$ cat config.mk
export PLATFORM = sky130hd
export DESIGN_NAME = mmpb_select
export DESIGN_NICKNAME = d
export VERILOG_FILES = /design/src/rtl/mmpb_pkg.sv /design/src/rtl/mmpb_select.sv
export SDC_FILE = /design/constraint.sdc
export NUM_CORES = 1
export LEC_CHECK = 0
export BUFFER_PORTS_ARGS = -buffer_cell sky130_fd_sc_hd__buf_2
export CAP_MARGIN = 30
export CORE_AREA = 2 2 217 219
export CTS_CLUSTER_SIZE = 20
export DETAILED_ROUTE_END_ITERATION = 16
export DIE_AREA = 0 0 219 221
export GPL_TIMING_DRIVEN = 0
export PLACE_DENSITY = 0.51
export SYNTH_ARGS = -nofsm -noshare
export SYNTH_HDL_FRONTEND = slang
export SYNTH_SLANG_ARGS = --single-unit
$ cat constraint.sdc
create_clock -name clk -period 7.52 [get_ports clk]
set_input_delay 0.376 -clock clk [delete_from_list [all_inputs] [get_ports clk]]
set_output_delay 0.376 -clock clk [all_outputs]
set_load 0.005 [all_outputs]
$ cat src/rtl/mmpb_pkg.sv
// Types and constants for the masked multi-view pixel blend core.
// No dependencies; the interfaces, the design modules and the bench import it.
`timescale 1ns / 1ps
`default_nettype none
package mmpb_pkg;

  localparam int MAX_VIEWS  = 4;
  localparam int CHANNELS   = 3;
  localparam int CH_W       = 8;
  localparam int COLOR_W    = 24;
  localparam int MASK_W     = 2;
  localparam int DEPTH_W    = 16;
  localparam int DIST_W     = 16;
  localparam int CNT_W      = 3;
  localparam int SUM_W      = 18;
  localparam int W_W        = 18;
  localparam int PROD_W     = 26;
  localparam int DEN_W      = 20;
  localparam int NUM_W      = 28;
  localparam int DIV_STAGES = 8;
  localparam int ADDR_W     = 5;
  localparam int DATA_W     = 32;

  localparam logic [MASK_W-1:0] MASK_EMPTY    = 2'd0;
  localparam logic [MASK_W-1:0] MASK_UNSTABLE = 2'd1;

  localparam logic [2:0] REG_VIEW_COUNT = 3'd0;
  localparam logic [2:0] REG_DIST0      = 3'd1;
  localparam logic [2:0] REG_DIST3      = 3'd4;

  localparam logic [CNT_W-1:0]  VIEW_COUNT_RESET = 3'd2;
  localparam logic [DIST_W-1:0] DIST_RESET       = 16'd256;

  typedef struct packed {
    logic [COLOR_W-1:0] color;
    logic [MASK_W-1:0]  mask;
    logic [DEPTH_W-1:0] depth;
  } view_t;

  typedef struct packed {
    logic [CNT_W-1:0]                  view_count;
    logic [MAX_VIEWS-1:0][DIST_W-1:0]  cam_dist;
  } cfg_t;

  typedef struct packed {
    logic [MAX_VIEWS-1:0]              take;
    logic [MAX_VIEWS-1:0][COLOR_W-1:0] color;
    logic [MAX_VIEWS-1:0][DIST_W-1:0]  cam_dist;
    logic [DEPTH_W-1:0]                depth;
    logic [CNT_W-1:0]                  k;
    logic                              set;
  } sel_t;

  typedef struct packed {
    sel_t              sel;
    logic [SUM_W-1:0]  sum;
  } sum_t;

  typedef struct packed {
    logic [MAX_VIEWS-1:0][W_W-1:0]     w;
    logic [MAX_VIEWS-1:0][COLOR_W-1:0] color;
    logic [DEPTH_W-1:0]                depth;
    logic                              set;
  } wgt_t;

  typedef struct packed {
    logic [CHANNELS-1:0][MAX_VIEWS-1:0][PROD_W-1:0] prod;
    logic [DEN_W-1:0]                               den;
    logic [DEPTH_W-1:0]                             depth;
    logic                                           set;
  } prod_t;

  typedef struct packed {
    logic [CHANNELS-1:0][NUM_W-1:0] num;
    logic [DEN_W-1:0]               den;
    logic [DEPTH_W-1:0]             depth;
    logic                           set;
  } acc_t;

  typedef struct packed {
    logic [CHANNELS-1:0][NUM_W-1:0] rem;
    logic [CHANNELS-1:0][CH_W-1:0]  q;
    logic [DEN_W-1:0]               den;
    logic [DEPTH_W-1:0]             depth;
    logic                           set;
  } div_t;

  typedef struct packed {
    logic [CHANNELS-1:0][CH_W-1:0] q;
    logic [DEPTH_W-1:0]            depth;
    logic                          set;
  } res_t;

endpackage
`default_nettype wire

$ cat src/rtl/mmpb_select.sv
// View selection (two stages): mask filtering, contributor count, depth pick,
// then the distance sum. Depends on mmpb_pkg.
`timescale 1ns / 1ps
`default_nettype none
module mmpb_select #(
  parameter int VIEWS = 4
) (
  input  logic                                clk,
  input  logic                                rst,
  input  logic                                adv,
  input  logic                                in_valid,
  input  mmpb_pkg::view_t [mmpb_pkg::MAX_VIEWS-1:0] views,
  input  mmpb_pkg::cfg_t                      cfg,
  output logic                                sum_valid,
  output mmpb_pkg::sum_t                      sum_out
);
  import mmpb_pkg::*;

  localparam logic [CNT_W-1:0] VIEWS_N = CNT_W'(VIEWS);

  logic [CNT_W-1:0]     nv;
  logic [MAX_VIEWS-1:0] active;
  logic                 stable_seen;
  logic                 take;
  sel_t                 sel_next;
  sel_t                 sel;
  logic                 sel_valid;
  sum_t                 sum_next;

  always_comb begin
    if (cfg.view_count == '0) begin
      nv = CNT_W'(1);
    end else if (cfg.view_count > VIEWS_N) begin
      nv = VIEWS_N;
    end else begin
      nv = cfg.view_count;
    end
    stable_seen = 1'b0;
    for (int v = 0; v < MAX_VIEWS; v++) begin
      active[v] = (v < VIEWS) && (CNT_W'(v) < nv);
      if (active[v] && views[v].mask != MASK_EMPTY && views[v].mask != MASK_UNSTABLE) begin
        stable_seen = 1'b1;
      end
    end
    sel_next       = '0;
    take           = 1'b0;
    for (int v = 0; v < MAX_VIEWS; v++) begin
      take = active[v] && (views[v].mask != MASK_EMPTY) &&
             !((views[v].mask == MASK_UNSTABLE) && stable_seen);
      sel_next.take[v]     = take;
      sel_next.color[v]    = views[v].color;
      sel_next.cam_dist[v] = take ? cfg.cam_dist[v] : '0;
      if (take) begin
        sel_next.depth = views[v].depth;
        sel_next.k     = sel_next.k + CNT_W'(1);
      end
    end
    sel_next.set = (sel_next.take != '0);
  end

  always_comb begin
    sum_next.sel = sel;
    sum_next.sum = '0;
    for (int v = 0; v < MAX_VIEWS; v++) begin
      sum_next.sum = sum_next.sum + SUM_W'(sel.cam_dist[v]);
    end
  end

  always_ff @(posedge clk) begin
    if (rst) begin
      sel_valid <= 1'b0;
      sum_valid <= 1'b0;
    end else if (adv) begin
      sel_valid <= in_valid;
      sum_valid <= sel_valid;
    end
  end

  always_ff @(posedge clk) begin
    if (adv) begin
      sel     <= sel_next;
      sum_out <= sum_next;
    end
  end
endmodule
`default_nettype wire

Word level (Yosys, flattened, before mapping)
Cells that the tools add are included.

Bits in registers: 388. Input port bits: 239. Output and inout bits: 203. Word-level logic and storage cells: 82.

Add/sub/neg operators: 6. Magnitude comparators: 5. Equality and inequality tests: 8. Multiplexer cells: 10. Reduce and logical (&&, ||, !) cells: 26.

Operators by type and width (number): 19-bit 2-to-1 mux (4); 17-bit by 16-bit adder with 18-bit output (1); 18-bit by 16-bit adder with 18-bit output (1); 16-bit by 16-bit adder with 17-bit output (1); 1-bit logical AND (16); 3-bit by 1-bit adder with 3-bit output (second input constant) (3); 2-bit by 1-bit equality test with 1-bit output (second input constant) (4); 2-bit by 1-bit != test with 1-bit output (second input constant) (4); 2-bit nonzero test (4); 1-bit by 3-bit < comparator with 1-bit output (first input constant) (2); 2-bit by 3-bit < comparator with 1-bit output (first input constant) (2); 3-bit 2-to-1 mux (2); 1-bit zero test (4); 1-bit 2-to-1 mux (4); 4-bit nonzero test (1); 3-bit greater-than comparator (second input constant) (1); 3-bit zero test (1).

Depth between registers and ports, before layout
Gate-level depths: netlist of the first run.

Depth after elaboration: 20. Mapped depth: 12. Mapped depth without buffers: 12.

Least setup slack after synthesis of the first run
No wires, ideal clock.

Kind: register -> register. Start: register sel[21] in the netlist's numbering. End: register sum_out[13] in the netlist's numbering (data pin). Library setup time: 0.176 ns. Arrival time: 2.948 ns. Data required time: 7.344 ns. Slack: 4.396 ns. Cell stages (with the launch flop): 13. Cells stage by stage: edfxtp_1 > inv_1 > fa_1 > fa_1 > inv_1 > ha_1 > inv_1 > fa_1 > nor2b_1 > o2111ai_1 > a211oi_1 > nor4_1 > nor4_1.

RTL lines: from (decl) (RTL line mmpb_select.sv:26) `sel_t sel;`; from (signal assigned) (RTL line mmpb_select.sv:81) `sel <= sel_next;`; to (signal assigned) (RTL line mmpb_select.sv:82) `sum_out <= sum_next;`; to (decl) (RTL line mmpb_select.sv:15) `output mmpb_pkg::sum_t sum_out`.

==> metrics.csv, run 1 <==
metric;value;unit
P&R area growth vs syn;36.3;%
Seq/Total Area, Yosys;0.796;
Post-Syn Nets;1105;
CP Launch Point;sel[21]$_SDFFCE_PP0P_;
most frequent cell after synthesis;edfxtp_1;
Syn Area/Cell;18.0;um^2
worst endpoint data arrival time;4180;ps
largest net degree at the start of global routing;131;
Pre-antenna DRT Iters;5;
skew final;19.7;ps
CTS tree;yes;
hold_ws;86.3;ps
vias per cell;4.36;
RSZ-0062 raised after global routing;false;
final instance area;19900;um^2
total vias in the final route;8878;
Power Density;281;nW/um^2
Detail Route Antenna Nets;0;
Worst setup SP type;flop;
Remaining Overflow, GRT;0;
first-pass GRT wire length;52.9;mm
Worst-Margin Slew;893;ps
Final Wtd Congestion;0.766;
DRC;0;
FF+latch count, synth;388;
Hold/Removal Path Class;input pin to flop;
clk_lat worst skew;550;ps
IO Port Bufs;441;
EDFF count, synth;386;
static leakage power;8.07;nW
cts bufs inserted;43;
fraction of layout cells with a size suffix above 1;0.356;
Peak Freq;261;MHz
Longest Clk Path Bufs;3;
# rows;79;
R2R cell count;12;
clk root buf;clkbuf_16;
Max Cap Viol;0;
starting density of the core;0.317;
HP Start;in_valid;
Post-DP HPWL;25.7;mm
CTS resizes;0;
IO Count;442;
# fillers;4215;
synthesized instance count;814;
Required @ worst endpoint;7870;ps
Max-slew headroom;0.404;
Die Height;221;um
Synth async-reset ratio;0;
hold path cells;3;
fin. max-slew vios;0;
minimum clock period;3830;ps
fin crit share;0.510;
Post-Syn Area;14600;um^2
area leader, netlist;edfxtp_1;
die footprint;48400;um^2
Core ar.;46100;um^2
synth top area cells;edfxtp_1 79%, fa_1 4.4%, and2_1 2.7%, inv_1 2.2%, ha_1 1.7%;
Yosys cell types;47;
H-tree depth;2;
Fin. Hold Viols;0;
Synth Warn #;0;
total power;5.60;mW
vias in the first global route;9124;
initial antenna violation count;4;
crit path kind;flop to flop;
Max rail drop VDD;184;uV
DIE WIDTH;219;um
routed len/inst;17.7;um
area of placed instances;17700;um^2
Synth Flop Type;edfxtp_1;
endpoints failing setup;0;
Commonest cells post-synth;386 x edfxtp_1, 86 x inv_1, 64 x and2_1;
clock-pin slew on the worst setup and hold paths;60;ps
Worst setup EP type;flop;
final WL;36.1;mm
Final nets;1691;
drt first-iter violations;435;
setup TNS;0;ps
setup repair bufs after CTS;0;
r2r startpoint;sel[21]$_SDFFCE_PP0P_;
total track usage;0.145;
Yosys top cell area share;0.793;
highest fanout seen on the critical path;4;
CTS Sinks;388;
status;finished clean;
## per-layer routing
metal	GRT usage	up-vias	routed length, um
li1	-	4168	-
met1	0.181	4326	14900
met2	0.238	319	17200
met3	0.0473	61	3020
met4	0.0464	4	943
met5	0	-	25
## worst max-delay path: stages (launching register included)
cell and delay, ps:
edfxtp_1 350, inv_1 60, fa_1 580, fa_1 420, inv_1 70, ha_1 220
inv_1 70, fa_1 400, nor2b_1 180, o2111ai_1 390, a211oi_1 450, nor4_1 100
nor4_1 330
## layout by cell type, fill, tap and decap left out, types with 5 or more instances in the layout
cell and count:
a2111oi_0 16, a211oi_1 5, a21o_1 6, a21oi_1 15, and2_1 64, buf_2 444
clkbuf_1 28, clkbuf_16 43, clkinv_2 6, dlygate4sd3_1 97, edfxtp_1 386, fa_1 32
ha_1 20, inv_1 86, mux2i_1 5, nand2_1 14, nor2_1 30, nor3_1 36
o21a_1 18, o21ai_0 9, xnor2_1 9
## per-stage QoR
stage	setup WS [ps]	util	instances
finish	3690	0.432	2034
global route	3400	0.432	2032
CTS	3640	0.432	2032
detailed placement	3690	0.384	1865
global placement	179	0.382	1862
floorplan	4400	-	814
## power breakdown
group          switching, mW  leakage (nW)  total, mW  internal, mW
clock network          0.808         0.620       1.92          1.12
registers             0.0611          3.78       2.72          2.66
logic                  0.543          3.67      0.960         0.417
## final timing paths
kind | endpoint | slack [ps]
worst max register to register | sum_out[13]$_DFFE_PP_ | 3690
worst min register to register | sum_out[175]$_DFFE_PP_ | 410
worst max-delay path | sum_out[13]$_DFFE_PP_ | 3690
worst min-delay path | sel_valid$_SDFFE_PP0P_ | 90
## kinds of logic (layout without fill, tap and decap cells)
| kind of cell | after synthesis | count (layout) | synth area share |
|---|---|---|---|
| AOI/OAI and AO/OA | 83 | 83 | 0.0421 |
| xor gates and xnor gates | 14 | 14 | 0.00891 |
| adders and majority gates | 52 | 52 | 0.0610 |
| buffers and inverters | 109 | 720 | 0.0289 |
| DFF | 388 | 388 | 0.796 |
| muxes | 6 | 6 | 0.00420 |
| other | 0 | 2 | 0 |
| and+or+nand+nor | 162 | 162 | 0.0589 |
## state kept, by name (all words and copies together) (netlist names)
signal	cells
sum_valid	1
sum_out	202
sel_valid	1
sel	184
## area by class of cell
class | count | area [um^2] | share of cell area
diodes | 2 | 5.00 | 0.000251
plain buffers | 22 | 96.3 | 0.00484
clock buffers | 55 | 1120 | 0.0563
clock inverters | 15 | 146 | 0.00735
inverters | 87 | 327 | 0.0164
multi-input cells | 317 | 2560 | 0.128
flip-flops and latches | 388 | 11600 | 0.584
well taps | 607 | 759 | 0.0381
repair buffers | 541 | 3270 | 0.164
## repair_timing
item | CTS | global route
hold buffers | 97 | 0
endpoints found under the hold margin | 98 | 0
setup endpoints to repair | 0 | 0
Note: power is estimated with default switching activity, not from simulation.
==> run 2, diff against run 1 <==
Clock period 7.52 ns to 3.65 ns, I/O delays scaled along.
==> run 2 against run 1 <==
Final area increased by 3.8%. Count of clock-buffer cells in the layout unchanged. Via count increased by 2.8%.
==> metrics.csv, run 2 (synthesis results as in run 1) <==
metric;value;unit
sequential share of power;0.480;
switch share;0.254;
final instance area;20700;um^2
Peak Freq;289;MHz
clk root buf;clkbuf_16;
Power Density;565;nW/um^2
highest fanout seen on the critical path;8;
initial antenna violation count;1;
cts bufs inserted;43;
Remaining Overflow, GRT;0;
Max-slew headroom;0.388;
Pre-antenna DRT Iters;4;
clock power share;0.340;
commonest cells after routing, fill and taps aside;444 x buf_2, 386 x edfxtp_1, 168 x dlygate4sd3_1, 86 x inv_1, 64 x and2_1;
fin crit share;0.949;
IO Port Bufs;441;
vias per cell;4.34;
CTS Sinks;388;
Fin. Hold Viols;0;
IO Count;442;
static leakage power;8.38;nW
Required @ worst endpoint;3930;ps
largest registers;sum_out: 202 flops, sel: 184 flops;
Max Cap Viol;0;
Worst setup SP type;flop;
fraction of layout cells with a size suffix above 1;0.344;
die footprint;48400;um^2
area of placed instances;17700;um^2
routed len/inst;17.5;um
Antenna Cells;0;
Hold/Removal Path Class;input pin to flop;
Worst-Margin Slew;918;ps
skew final;19.8;ps
endpoints failing setup;0;
Final Wtd Congestion;0.766;
DRC;0;
H-tree depth;2;
Storage cell area;11600;um^2
P&R area growth vs syn;41.5;%
worst endpoint data arrival time;3740;ps
Comb power frac;0.180;
minimum clock period;3460;ps
setup ws final;187;ps
fin. max-slew vios;0;
# rows;79;
Core ar.;46100;um^2
Worst setup EP type;flop;
crit path kind;flop to flop;
Post-Place Worst Slack;-182;ps
Die Height;221;um
area of the multi-input gates;2600;um^2
starting density of the core;0.317;
Longest Clk Path Bufs;3;
internal power;8.71;mW
most common library cell in the layout ignoring fill and taps;buf_2;
Detail Route Antenna Nets;0;
RSZ-0062 raised after global routing;true;
total vias in the final route;9124;
Switch Pwr;2.97;mW
total track usage;0.148;
clock-pin slew on the worst setup and hold paths;60;ps
first-pass GRT wire length;54.2;mm
DIE WIDTH;219;um
Max rail drop VDD;387;uV
Final nets;1763;
clk_lat worst skew;550;ps
largest net degree at the start of global routing;131;
max FFs per register;202;
Post-DP HPWL;25.7;mm
Biggest register;sum_out;
status;finished clean;
drt first-iter violations;445;
# fillers;4144;
CTS tree;yes;
vias in the first global route;9470;
final WL;36.8;mm
run 2: metal layers:
metal / share of wire / GRT usage
met4: 0.025 / 0.0466
met5: 0 / 0
met2: 0.48 / 0.246
met1: 0.41 / 0.185
met3: 0.083 / 0.0433
run 2: layout make-up:
cell class	instances	area share
Multi-Input combinational cell	317	0.126
Clock inverter	15	0.00708
Clock buffer	55	0.0542
Sequential cell	388	0.563
Inverter	87	0.0158
Timing Repair Buffer	613	0.193
Tap cell	607	0.0367
Buffer	22	0.00466
run 2: timing repair:
item	in CTS	in global routing
hold endpoints to repair	202	0
setup buffers	0	1
gates resized for setup	4	4
pin swaps	0	3
hold buffers	168	0
setup endpoints to repair	5	7
run 2: worst paths after layout:
path / start / to / slack [ps] / cells after the start
worst min register to register: sel[157]$_DFFE_PP_ / sum_out[175]$_DFFE_PP_ / 410 / 0
worst max register to register: sel[46]$_SDFFCE_PN0P_ / sum_out[17]$_DFFE_PP_ / 190 / 11
worst min-delay path: views[85] / sel[5]$_DFFE_PP_ / 40 / 3
worst max-delay path: sel[46]$_SDFFCE_PN0P_ / sum_out[17]$_DFFE_PP_ / 190 / 11
run 2: per-stage QoR:
stage               power, mW  cells  setup TNS [ps]  utilization  hold WS, ps
finish                   11.7   2104               0        0.449         39.2
global route             12.3   2104           -10.2        0.449         10.6
CTS                      11.9   2103               0        0.448         1.77
detailed placement       7.63   1865            -425        0.384          358
global placement         7.64   1862        -1305780        0.382          358
floorplan                6.72    814               0            -          255
run 2: power groups by stage:
stage / Combinational (mW) / Sequential (mW) / Clock, mW
6_report: 2.10 / 5.60 / 3.97
5_1_grt: 2.37 / 5.65 / 4.29
4_1_cts: 2.13 / 5.61 / 4.13
3_5_place_dp: 1.94 / 5.70 / 0
3_3_place_gp: 1.91 / 5.73 / 0
2_1_floorplan: 1.01 / 5.70 / 0
run 2: worst max-delay path: stages, from the launching register on:
cell and delay (ps):
edfxtp_1 380, inv_1 90, fa_1 440, fa_1 530
inv_1 50, ha_1 280, clkbuf_1 220, a211oi_1 370
o21ai_0 110, and3_1 190, nor3_1 380, o21ai_0 160
==> run 3, diff against run 2 <==
Settings changed: ABC_AREA from default to 1, BUFFER_PORTS_ARGS -buffer_cell sky130_fd_sc_hd__buf_2 to -buffer_cell sky130_fd_sc_hd__clkbuf_2, CORE_AREA 2 2 217 219 to 2 2 220 222, DIE_AREA 0 0 219 221 to 0 0 222 224, PLACE_DENSITY 0.51 to 0.5.
==> run 3 against run 2 <==
The run now ends with DRC left. Global-route usage increased by 0.56 points. Total power increased by 4.9%. First-iteration DRC count increased by 27%.
==> metrics.csv, run 3 <==
metric;value;unit
Longest Clk Path Bufs;3;
Max-slew headroom;0.556;
Commonest cells post-synth;386 x edfxtp_1, 190 x inv_1, 132 x nand2_1;
Yosys cell types;28;
highest fanout seen on the critical path;4;
Final nets;1949;
vias in the first global route;10000;
FF+latch count, synth;388;
Pre-antenna DRT Iters;11;
minimum clock period;3300;ps
Max Cap Viol;0;
CTS Sinks;388;
synthesized instance count;980;
Core ar.;47300;um^2
slowest stage delay, CP;570;ps
Worst setup EP type;flop;
Synth Flop Type;edfxtp_1;
CP max-delay cell;fa_1;
Max rail drop VDD;310;uV
final instance area;21400;um^2
status;finished, violations left;
H-tree depth;2;
R2R cell count;13;
Detail Route Antenna Nets;0;
Worst setup SP type;flop;
Die Height;224;um
worst setup path end;sum_out[9]$_DFFE_PP_;
CP Launch Point;sel[21]$_SDFFCE_PP0P_;
fin. max-slew vios;0;
# fillers;4371;
total track usage;0.153;
fin crit share;0.903;
clock-pin slew on the worst setup and hold paths;60;ps
Synth Warn #;0;
# rows;80;
total vias in the final route;9730;
Power Density;574;nW/um^2
first-pass GRT wire length;57.8;mm
Post-Place Worst Slack;163;ps
DIE WIDTH;222;um
routed len/inst;16.7;um
Storage cell area;11600;um^2
hold_ws;40.2;ps
EDFF count, synth;386;
area of the multi-input gates;2440;um^2
most frequent cell after synthesis;edfxtp_1;
setup ws final;352;ps
fraction of layout cells with a size suffix above 1;0.323;
largest net degree at the start of global routing;121;
Post-Syn Area;14900;um^2
Worst-Margin Slew;666;ps
endpoints failing setup;0;
Required @ worst endpoint;3960;ps
Seq/Total Area, Yosys;0.779;
Biggest register;sum_out;
Yosys top cell area share;0.776;
skew final;28.3;ps
crit path kind;flop to flop;
Final Wtd Congestion;0.875;
Synth async-reset ratio;0;
synth top area cells;edfxtp_1 78%, inv_1 4.8%, fa_1 4.3%, nand2_1 3.3%, nor2_1 1.8%;
P&R area growth vs syn;43.0;%
CTS tree;yes;
Fin. Hold Viols;0;
IO Port Bufs;441;
total power;12.3;mW
area of placed instances;18000;um^2
largest registers;sum_out: 202 flops, sel: 184 flops;
clk_lat worst skew;560;ps
DRC;1;
r2r endpoint;sum_out[9]$_DFFE_PP_;
max FFs per register;202;
drt first-iter violations;565;
vias per cell;4.22;
IO Count;442;
cells along the critical path;inv_1 > fa_1 > fa_1 > inv_1 > ha_1 > inv_1 > fa_1 > o21ai_2 > nand3_1 > nand2_1 > nand3_1 > nand2_1 > xor2_1;
Post-DP HPWL;27.4;mm
Hold/Removal Path Class;input pin to flop;
flop-to-flop setup slack;350;ps
static leakage power;9.44;nW
final WL;38.5;mm
final cell count without fillers;2307;
initial antenna violation count;2;
most common library cell in the layout ignoring fill and taps;clkbuf_2;
clk root buf;clkbuf_16;
RSZ-0062 raised after global routing;false;
Peak Freq;303;MHz
r2r startpoint;sel[21]$_SDFFCE_PP0P_;
cts bufs inserted;44;
area leader, netlist;edfxtp_1;
commonest cells after routing, fill and taps aside;440 x clkbuf_2, 386 x edfxtp_1, 190 x inv_1, 188 x dlygate4sd3_1, 132 x nand2_1;
worst endpoint data arrival time;3610;ps
starting density of the core;0.316;
Remaining Overflow, GRT;0;
die footprint;49700;um^2
Post-Syn Nets;1271;
Placed Instances;2039;
Syn Area/Cell;15.2;um^2
hold path cells;5;
failing checks;DRC;
-- run 3: power by group --
part	switching, mW	internal, mW	total [mW]
combinational	1.24	0.907	2.14
sequential	0.138	5.48	5.62
clock	1.78	2.71	4.48
total	3.15	9.10	12.3
-- run 3: cell type report --
| class | instances | share of cell area |
|---|---|---|
| Antenna cell | 2 | 0.000234 |
| Buffer | 17 | 0.00680 |
| Clock buffer | 48 | 0.0523 |
| Clock inverter | 30 | 0.0161 |
| Inverter | 192 | 0.0337 |
| Multi-Input combinational cell | 383 | 0.114 |
| Sequential cell | 388 | 0.545 |
| Tap cell | 615 | 0.0360 |
| Timing Repair Buffer | 632 | 0.196 |
-- run 3: metrics by stage --
stage	TNS, ps	utilization
floorplan	0	-
global placement	-1566460	0.378
detailed placement	0	0.380
CTS	0	0.451
global route	0	0.451
finish	0	0.451
-- run 3: worst min path at each step --
| stage | slack [ps] | end | start |
|---|---|---|---|
| floorplan | 250 | sel_valid$_SDFFE_PP0P_ | rst |
| global placement | 360 | sum_valid$_SDFFE_PP0P_ | rst |
| detailed placement | 360 | sel[119]$_DFFE_PP_ | views[71] |
| CTS | 2 | sel[6]$_DFFE_PP_ | views[86] |
| global route | 60 | sel[4]$_DFFE_PP_ | views[0] |
| finish | 40 | sel[12]$_DFFE_PP_ | views[92] |
-- run 3: timing repair --
action,CTS,global route
buffers inserted,0,0
hold endpoints to repair,178,0
resized for setup,0,1
hold buffers,188,0
endpoints found under the setup margin,0,3
-- run 3: cell families (layout without fill, tap and decap cells) --
group                      Yosys count  count (layout)  synth area share
DFF                                388             388             0.779
and+or+nand+nor                    269             269            0.0791
buffers and inverters              209             919            0.0580
adders and majority gates           52              52            0.0596
AOI/OAI and AO/OA                   50              50            0.0177
xor gates and xnor gates            12              12           0.00704
other                                0               2                 0
-- run 3: worst max-delay path, delay by kind of cell, from the launching register on --
kind / cells / cell delay (ps)
compound gates: 1 / 340
xor+xnor: 1 / 80
fa+ha+maj: 4 / 1610
buf+inv: 3 / 210
flops: 1 / 340
simple gates: 4 / 480
-- run 3: per-layer routing --
| metal | global-route usage | vias up | wire length [um] | part of all wire |
|---|---|---|---|---|
| met3 | 0.0564 | 55 | 3560 | 0.092 |
| met1 | 0.181 | 4631 | 15500 | 0.40 |
| met5 | 0 | - | 0 | 0 |
| met2 | 0.260 | 384 | 18600 | 0.48 |
| met4 | 0.0501 | 0 | 866 | 0.022 |
| li1 | - | 4660 | - | - |
